$ cat config.mk
export PLATFORM = sky130hd
export DESIGN_NAME = rmst_ctrl
export DESIGN_NICKNAME = d
export VERILOG_FILES = /design/src/sv/rmst_pkg.sv /design/src/sv/rmst_ctrl.sv
export VERILOG_INCLUDE_DIRS = /design/src /design/src/sv
export SDC_FILE = /design/constraint.sdc
export NUM_CORES = 1
export LEC_CHECK = 0
export ABC_CLOCK_PERIOD_IN_PS = 1600
export BUFFER_PORTS_ARGS = -buffer_cell sky130_fd_sc_hd__buf_4
export CORE_AREA = 4 4 41 43
export CTS_BUF_LIST = sky130_fd_sc_hd__clkbuf_4 sky130_fd_sc_hd__clkbuf_8 sky130_fd_sc_hd__clkbuf_16
export DETAILED_ROUTE_END_ITERATION = 7
export DIE_AREA = 0 0 45 47
export HOLD_SLACK_MARGIN = 0.02
export SLEW_MARGIN = 25
export SYNTH_ARGS = -nofsm -noshare
export SYNTH_HDL_FRONTEND = slang
export SYNTH_SLANG_ARGS = --single-unit
$ cat constraint.sdc
create_clock -name i_clk -period 1.6 [get_ports i_clk]
set_input_delay 0.08 -clock i_clk [delete_from_list [all_inputs] [get_ports i_clk]]
set_output_delay 0.08 -clock i_clk [all_outputs]
set_load 0.02 [all_outputs]
$ cat src/sv/range_min_segment_tree_unit_defines.svh
// ----------------------------------------------------------------------------
// Range minimum segment tree: assertion macros
// Shared assertion macros for the segment tree RTL; they compile away when
// SYNTHESIS is defined.
// ----------------------------------------------------------------------------
`ifndef RANGE_MIN_SEGMENT_TREE_UNIT_DEFINES_SVH
`define RANGE_MIN_SEGMENT_TREE_UNIT_DEFINES_SVH

`ifndef SYNTHESIS

// Checked only while reset is released.
`define RMST_ASSERT(name, clk, rstn, prop, msg) \
    name: assert property (@(posedge clk) disable iff (!rstn) prop) else $error(msg);

// Checked at every edge, reset included.
`define RMST_ASSERT_ALWAYS(name, clk, prop, msg) \
    name: assert property (@(posedge clk) prop) else $error(msg);

`else

`define RMST_ASSERT(name, clk, rstn, prop, msg)
`define RMST_ASSERT_ALWAYS(name, clk, prop, msg)

`endif

`endif

$ cat src/sv/rmst_pkg.sv
// ----------------------------------------------------------------------------
// Range minimum segment tree package
// Sizes, constants and the command and status types shared by the
// controller and the datapath.
// ----------------------------------------------------------------------------
package rmst_pkg;

    localparam int LEAF_W  = 10;
    localparam int LEAVES  = 1 << LEAF_W;
    localparam int NODE_W  = LEAF_W + 1;      // node address, 2*LEAVES nodes
    localparam int BOUND_W = NODE_W + 1;      // query bound, can reach 2*LEAVES
    localparam int VAL_W   = 32;

    localparam logic signed [VAL_W-1:0] INT_MAX = {1'b0, {(VAL_W-1){1'b1}}};

    localparam logic OP_UPDATE = 1'b0;
    localparam logic OP_QUERY  = 1'b1;

    typedef struct packed {
        logic clr_wr;      // write the maximum value at the clearing address
        logic load;        // capture the input item
        logic upd_leaf;    // write the leaf, read its sibling
        logic upd_parent;  // write one ancestor, read the next sibling
        logic q_left;      // take the left bound node if it is odd
        logic q_right;     // take the right bound node if odd, then go up
        logic out_load;    // move the answer into the output register
    } t_cmd;

    typedef struct packed {
        logic clr_last;
        logic in_query;
        logic in_empty;
        logic par_root;
        logic l_lt_r;
        logic out_busy;
    } t_sts;

endpackage

$ cat src/sv/rmst_ctrl.sv
// ----------------------------------------------------------------------------
// Range minimum segment tree controller
// Sequences the clearing pass, the leaf-to-root update walk and the
// bottom-up query walk.
// ----------------------------------------------------------------------------
`include "range_min_segment_tree_unit_defines.svh"

module rmst_ctrl (
    input  logic            i_clk,
    input  logic            i_rst_n,
    input  logic            i_in_valid,
    output logic            o_in_ready,
    input  rmst_pkg::t_sts  i_sts,
    output rmst_pkg::t_cmd  o_cmd
);
    import rmst_pkg::*;

    typedef enum logic [2:0] {
        S_CLEAR,
        S_IDLE,
        S_ULEAF,
        S_UPAR,
        S_QL,
        S_QR,
        S_DONE
    } t_state;

    t_state r_state;
    t_state n_state;

    assign o_in_ready = (r_state == S_IDLE);

    always_comb begin
        n_state = r_state;
        o_cmd   = '0;
        case (r_state)
            S_CLEAR: begin
                o_cmd.clr_wr = 1'b1;
                if (i_sts.clr_last) begin
                    n_state = S_IDLE;
                end
            end
            S_IDLE: begin
                if (i_in_valid) begin
                    o_cmd.load = 1'b1;
                    if (!i_sts.in_query) begin
                        n_state = S_ULEAF;
                    end else if (i_sts.in_empty) begin
                        n_state = S_DONE;
                    end else begin
                        n_state = S_QL;
                    end
                end
            end
            S_ULEAF: begin
                o_cmd.upd_leaf = 1'b1;
                n_state        = S_UPAR;
            end
            S_UPAR: begin
                o_cmd.upd_parent = 1'b1;
                if (i_sts.par_root) begin
                    n_state = S_IDLE;
                end
            end
            S_QL: begin
                // The last bound read is folded into the minimum at the edge
                // that leaves this state, so S_DONE sees the final answer.
                if (i_sts.l_lt_r) begin
                    o_cmd.q_left = 1'b1;
                    n_state      = S_QR;
                end else begin
                    n_state = S_DONE;
                end
            end
            S_QR: begin
                o_cmd.q_right = 1'b1;
                n_state       = S_QL;
            end
            S_DONE: begin
                if (!i_sts.out_busy) begin
                    o_cmd.out_load = 1'b1;
                    n_state        = S_IDLE;
                end
            end
            default: begin
                n_state = S_IDLE;
            end
        endcase
    end

    always_ff @(posedge i_clk) begin
        if (!i_rst_n) begin
            r_state <= S_CLEAR;
        end else begin
            r_state <= n_state;
        end
    end

    `RMST_ASSERT_ALWAYS(a_reset_clears, i_clk, !i_rst_n |=> r_state == S_CLEAR, "no clearing pass after reset")
    `RMST_ASSERT(a_out_free, i_clk, i_rst_n, o_cmd.out_load |-> !i_sts.out_busy, "result overwrites a waiting result")
    `RMST_ASSERT(a_item_starts, i_clk, i_rst_n, (i_in_valid && o_in_ready) |=> r_state != S_IDLE, "accepted item did not start")
    `RMST_ASSERT(a_no_write_in_query, i_clk, i_rst_n, (r_state == S_QL || r_state == S_QR) |-> !(o_cmd.upd_leaf || o_cmd.upd_parent || o_cmd.clr_wr), "tree written during a query")

endmodule

==> run_results.csv, run 1 <==
group,metric,value,unit
worst_hold_path,whs_path_depth,3,
sta,hold_violations,0,
synthesis,async_flop_share,0,%
place,place_hpwl,590,µm
power,p_per_area,1190,nW/µm²
synthesis,avgSynthCellArea,7.22,µm²
finish,top_regs,"r_state: 3 flops",
drt,drtPass1Iterations,2,
clocking,hold_buffers,0,
power,p_leak,0.198,nW
sta,finalCritPeriodShare,86.0,%
drt,drc,0,
floorplanning,initial_core_util,19.4,%
worst_setup_path,critPathCaptureType,"primary output",
clocking,cts_setup_buffers,0,
place,pre_cts_ws,0.228,ns
finish,largest_reg_flops,3,
clocking,h-tree-depth,1,
clocking,cts_tree,"built",
sta,clock-skew-final,0.000426,ns
clocking,cts.sinks,3,
worst_setup_path,critPathMaxFanout,8,
drt,drt-vias-per-instance,4.58,
grt,overflow,0,
finish,areaGrowthSynthToFinish,67.3,%
floorplanning,std_cell_rows,13,
sta,min_period,1.38,ns
sta,layout_setup_ws,0.225,ns
sta,rsz0062_at_grt,"no",
finish,antenna_cells,0,
floorplanning,die_area,2120,µm²
clocking,path_clk_slew,0.04,ns
finish,top_register,"r_state",
synthesis,synth_area_leaders,"dfxtp_1 24%, nor3_1 7.9%, nor4b_1 6.9%",
worst_setup_path,start_kind,"register",
synthesis,synthDistinctLibCells,20,
grt,antenna_found_initial,0,
floorplanning,die_w,45,µm
place,place.gp.congestion,0.688,
power,peakVddDrop,0.404,mV
status,status,"complete, no violations",
sta,finalSetupTns,0,ns
synthesis,seq_area_frac_synth,23.8,%
drt,wirelength,727,µm
synthesis,yosysMostFrequentCell,"nor3_1",
grt,grt_max_degree,13,
floorplanning,ios,17,
clocking,cts_resized,0,
flow_run,max_cap_violations,0,
sta,maxSlewHeadroom,77.2,%
worst_setup_path,critPathKind,"reg -> out",
grt,grt_use_total,8.45,%
clocking,clockRootBuffer,"clkbuf_4",
worst_setup_path,ff2ff_path_depth,4,
grt,grt_pass1_wl,1260,µm
finish,nFillCells,153,
synthesis,synth_area,253,µm²
drt,wl_per_cell,10.5,µm
grt,grt_pass1_vias,311,
place,io_buffers,16,
synthesis,yosys_warnings,0,
sta,drv_slew,0,
sta,setup_viol,0,
synthesis,synth_nets,44,
synthesis,synth-edff-count,0,
synthesis,synth_top_area_share,23.8,%
drt,routed-via-count,316,
worst_setup_path,required,1.52,ns
clocking,clockBufferDepth,2,
floorplanning,core,1300,µm²
worst_setup_path,arrival,1.30,ns
finish,fin_nets,64,
clocking,numCtsBuffers,3,
finish,drive_gt1_share,46.3,%
synthesis,synthTopCellsByCount,"4 x nor3_1, 3 x dfxtp_1, 3 x nor2_1, 3 x o21ai_1",
clocking,clk_latency,0.23,ns
drt,dr.first_iter.drc_count,2,
worst_hold_path,hold_path_class,"in -> reg",
synthesis,syn-instance-count,35,
synthesis,yosys.area.top_type,"dfxtp_1",
synthesis,ys_ff_latch,3,
finish,final_util,32.5,%
drt,drtAntennaViolNets,0,
sta,fmax,727,MHz
floorplanning,die_height,47,µm
synthesis,synth_flop_cell,"dfxtp_1",
sta,worst_slew_pin_slew,0.342,ns
==> layout make-up <==
cell class                 instances  area (µm²)  area share, %
tap                               15        18.8           4.44
multi-input combinational         28         175           41.4
clock buffer                       4        30.0           7.10
timing repair buffer              18         135           32.0
inverter                           1        3.75          0.888
sequential                         3        60.1           14.2
==> cell usage in the layout (no fill, tap or decap) <==
cell | synthesis | routed
a21oi_1 | 2 | 2
nand2_1 | 2 | 2
a22oi_1 | 1 | 1
mux2_2 | 1 | 1
buf_4 | 0 | 18
o211a_2 | 1 | 1
clkbuf_4 | 0 | 4
nand2b_1 | 2 | 2
nor4b_1 | 2 | 2
and2_1 | 1 | 1
or4_4 | 1 | 1
nor3_1 | 4 | 4
nor2b_1 | 1 | 1
inv_1 | 1 | 1
nand4b_1 | 1 | 1
nor3b_1 | 1 | 1
nor2_1 | 3 | 3
dfxtp_1 | 3 | 3
o21ai_1 | 3 | 3
and3_1 | 2 | 2
==> per-layer routing <==
metal,GRT usage (%),routed length [µm],vias to the layer above
met2,13.0,345,9
met4,3.51,0,0
li1,-,-,168
met1,9.75,338,139
met3,4.60,43,0
met5,0,0,-
==> power breakdown <==
| group | total, mW | switching, mW | internal (mW) |
|---|---|---|---|
| Sequential | 0.120 | 0.0298 | 0.0904 |
| Clock | 0.148 | 0.0378 | 0.110 |
| Combinational | 0.236 | 0.119 | 0.117 |
==> cell families (layout without fill, tap and decap cells) <==
group / Yosys count / after routing / share of synthesized area (%)
compound gates: 7 / 7 / 16.8
flops: 3 / 3 / 23.8
buf+inv: 4 / 23 / 6.93
simple gates: 20 / 20 / 48.0
mux: 1 / 1 / 4.46
==> worst max-delay path: stages (launching register included) <==
cell and delay (ns):
dfxtp_1 0.45, inv_1 0.11, nor3_1 0.30, buf_4 0.21
==> final timing paths <==
kind,start,end,slack (ns)
setup / recovery,r_state[1]$_SDFFE_PN0P_,o_cmd[4],0.22
hold / removal,i_rst_n,r_state[0]$_SDFFE_PN0P_,0.12
setup reg to reg,r_state[1]$_SDFFE_PN0P_,r_state[1]$_SDFFE_PN0P_,0.23
hold reg to reg,r_state[2]$_SDFFE_PN0P_,r_state[0]$_SDFFE_PN0P_,0.61
==> through the flow <==
step	cells	hold WS, ns	area [µm²]	power (mW)
floorplan	35	0.222	253	0.268
global placement	65	0.352	393	0.358
detailed placement	65	0.357	393	0.359
CTS	69	0.112	423	0.515
global route	69	0.119	423	0.550
finish	69	0.119	423	0.504
No activity file was read; power rests on OpenSTA's default activity.
==> inputs of run 2 (changes only) <==
--- a/config.mk
+++ b/config.mk
@@ -6,13 +6,14 @@
 export SDC_FILE = /design/constraint.sdc
 export NUM_CORES = 1
 export LEC_CHECK = 0
-export ABC_CLOCK_PERIOD_IN_PS = 1600
+export ABC_CLOCK_PERIOD_IN_PS = 1450
 export BUFFER_PORTS_ARGS = -buffer_cell sky130_fd_sc_hd__buf_4
 export CORE_AREA = 4 4 41 43
 export CTS_BUF_LIST = sky130_fd_sc_hd__clkbuf_4 sky130_fd_sc_hd__clkbuf_8 sky130_fd_sc_hd__clkbuf_16
 export DETAILED_ROUTE_END_ITERATION = 7
 export DIE_AREA = 0 0 45 47
 export HOLD_SLACK_MARGIN = 0.02
+export PLACE_DENSITY = 0.51
 export SLEW_MARGIN = 25
 export SYNTH_ARGS = -nofsm -noshare
 export SYNTH_HDL_FRONTEND = slang
==> constraint.sdc (replaced) <==
create_clock -name i_clk -period 1.45 [get_ports i_clk]
set_input_delay 0.0725 -clock i_clk [delete_from_list [all_inputs] [get_ports i_clk]]
set_output_delay 0.0725 -clock i_clk [all_outputs]
set_load 0.02 [all_outputs]
==> run_results.csv, run 2 (synthesized netlist as in run 1, its figures left out) <==
group,metric,value,unit
status,status,"complete, no violations",
sta,worst_slew_pin_slew,0.267,ns
floorplanning,ios,17,
worst_hold_path,whs_path_depth,3,
worst_setup_path,r2r-end,"r_state[1]$_SDFFE_PN0P_",
finish,areaGrowthSynthToFinish,74.3,%
finish,top_register,"r_state",
finish,top_regs,"r_state: 3 flops",
grt,grt_max_degree,12,
sta,setup_viol,0,
floorplanning,die_area,2120,µm²
power,power_frac_comb,52.5,%
clocking,cts.sinks,3,
drt,dr.first_iter.drc_count,7,
place,post-place-cells,67,
drt,drc,0,
place,place.gp.congestion,0.675,
place,io_buffers,16,
drt,wirelength,740,µm
finish,final_cell_mix,"20 x buf_4, 4 x nor3_1, 4 x clkbuf_4",
grt,grt_use_total,8.13,%
power,p_int,369,µW
clocking,hold_buffers,0,
worst_setup_path,rrSetupSlack,0.17,ns
place,place_hpwl,608,µm
clocking,numCtsBuffers,3,
clocking,clockRootBuffer,"clkbuf_4",
worst_setup_path,worst_r2r_startpoint,"r_state[1]$_SDFFE_PN0P_",
sta,drv_slew,0,
sta,min_period,1.33,ns
finish,largest_reg_flops,3,
finish,final_common_cell,"buf_4",
power,switching_share,36.4,%
worst_setup_path,critPathKind,"reg -> out",
clocking,cts_setup_buffers,0,
worst_setup_path,start_kind,"register",
floorplanning,core,1300,µm²
sta,clock-skew-final,0.00491,ns
power,peakVddDrop,0.322,mV
drt,drt-vias-per-instance,4.45,
floorplanning,std_cell_rows,13,
grt,antenna_found_initial,0,
finish,drive_gt1_share,50.0,%
finish,final_cells,71,
power,power.switching,211,µW
grt,grt_pass1_wl,1260,µm
flow_run,max_cap_violations,0,
finish,final_area,440,µm²
sta,whs,0.113,ns
clocking,cts_resized,0,
floorplanning,die_w,45,µm
worst_setup_path,ff2ff_path_depth,4,
floorplanning,die_height,47,µm
worst_hold_path,hold_end,"r_state[1]$_SDFFE_PN0P_",
power,p_leak,0.208,nW
power,p_per_area,1320,nW/µm²
clocking,clockBufferDepth,2,
sta,finalCritPeriodShare,92.0,%
finish,fin_nets,66,
clocking,h-tree-depth,1,
sta,hold_violations,0,
sta,maxSlewHeadroom,81.9,%
sta,fmax,750,MHz
sta,rsz0062_at_grt,"no",
worst_hold_path,hold_path_class,"in -> reg",
worst_setup_path,critPathCaptureType,"primary output",
sta,finalSetupTns,0,ns
drt,drtPass1Iterations,4,
clocking,path_clk_slew,0.04,ns
clocking,clk_latency,0.23,ns
drt,wl_per_cell,10.4,µm
clocking,cts_tree,"built",
grt,overflow,0,
grt,grt_pass1_vias,301,
power,power_frac_seq,19.3,%
power,pwr-share-clk,28.2,%
worst_hold_path,hold_start,"i_rst_n",
place,placed_area,408,µm²
drt,drtAntennaViolNets,0,
finish,antenna_cells,0,
worst_setup_path,critPathMaxFanout,4,
floorplanning,initial_core_util,19.4,%
worst_setup_path,arrival,1.26,ns
worst_setup_path,required,1.38,ns
drt,routed-via-count,316,
## run 2: critical path: stages, from the launching register on
cell,delay (ns)
dfxtp_1,0.37
buf_4,0.15
inv_1,0.06
nor3_1,0.26
buf_4,0.20
## run 2: how the worst max path moves through the flow
| stage | from | endpoint | slack (ns) |
|---|---|---|---|
| after floorplan | r_state[2]$_SDFFE_PN0P_ | r_state[1]$_SDFFE_PN0P_ | 0.07 |
| after global placement | r_state[1]$_SDFFE_PN0P_ | r_state[1]$_SDFFE_PN0P_ | 0.19 |
| after detailed placement | r_state[1]$_SDFFE_PN0P_ | r_state[1]$_SDFFE_PN0P_ | 0.17 |
| after CTS | r_state[2]$_SDFFE_PN0P_ | o_cmd[5] | 0.1 |
| after global routing | r_state[1]$_SDFFE_PN0P_ | o_cmd[4] | 0.02 |
| final | r_state[1]$_SDFFE_PN0P_ | o_cmd[4] | 0.12 |
## run 2: per-layer routing
| metal | vias to the layer above | share of wire, % | global-route usage [%] |
|---|---|---|---|
| met3 | 0 | 6.5 | 2.30 |
| li1 | 170 | - | - |
| met5 | - | 0 | 0 |
| met2 | 12 | 47 | 12.7 |
| met4 | 0 | 0 | 5.26 |
| met1 | 134 | 47 | 9.75 |
## run 2: cell type report
class / instances / area [µm²]
clock buffers: 4 / 30.0
repair buffers: 20 / 150
fillers: 157 / 861
multi-input cells: 28 / 178
well taps: 15 / 18.8
flip-flops and latches: 3 / 60.1
inverters: 1 / 3.75
## run 2: power by group through the flow
stage          sequential (mW)  combinational, mW  clock [mW]
5_1_grt                  0.115              0.333       0.183
2_1_floorplan            0.111              0.185           0
4_1_cts                  0.112              0.304       0.168
3_3_place_gp             0.113              0.303           0
6_report                 0.112              0.305       0.164
3_5_place_dp             0.113              0.304           0
## run 2: per-stage QoR
stage / util [%] / power, mW / setup WS (ns)
after CTS: 33.7 / 0.584 / 0.0957
after global routing: 33.8 / 0.631 / 0.0173
after global placement: 31.3 / 0.416 / 0.185
after floorplan: - / 0.296 / 0.0653
after detailed placement: 31.3 / 0.417 / 0.170
final: 33.8 / 0.580 / 0.116
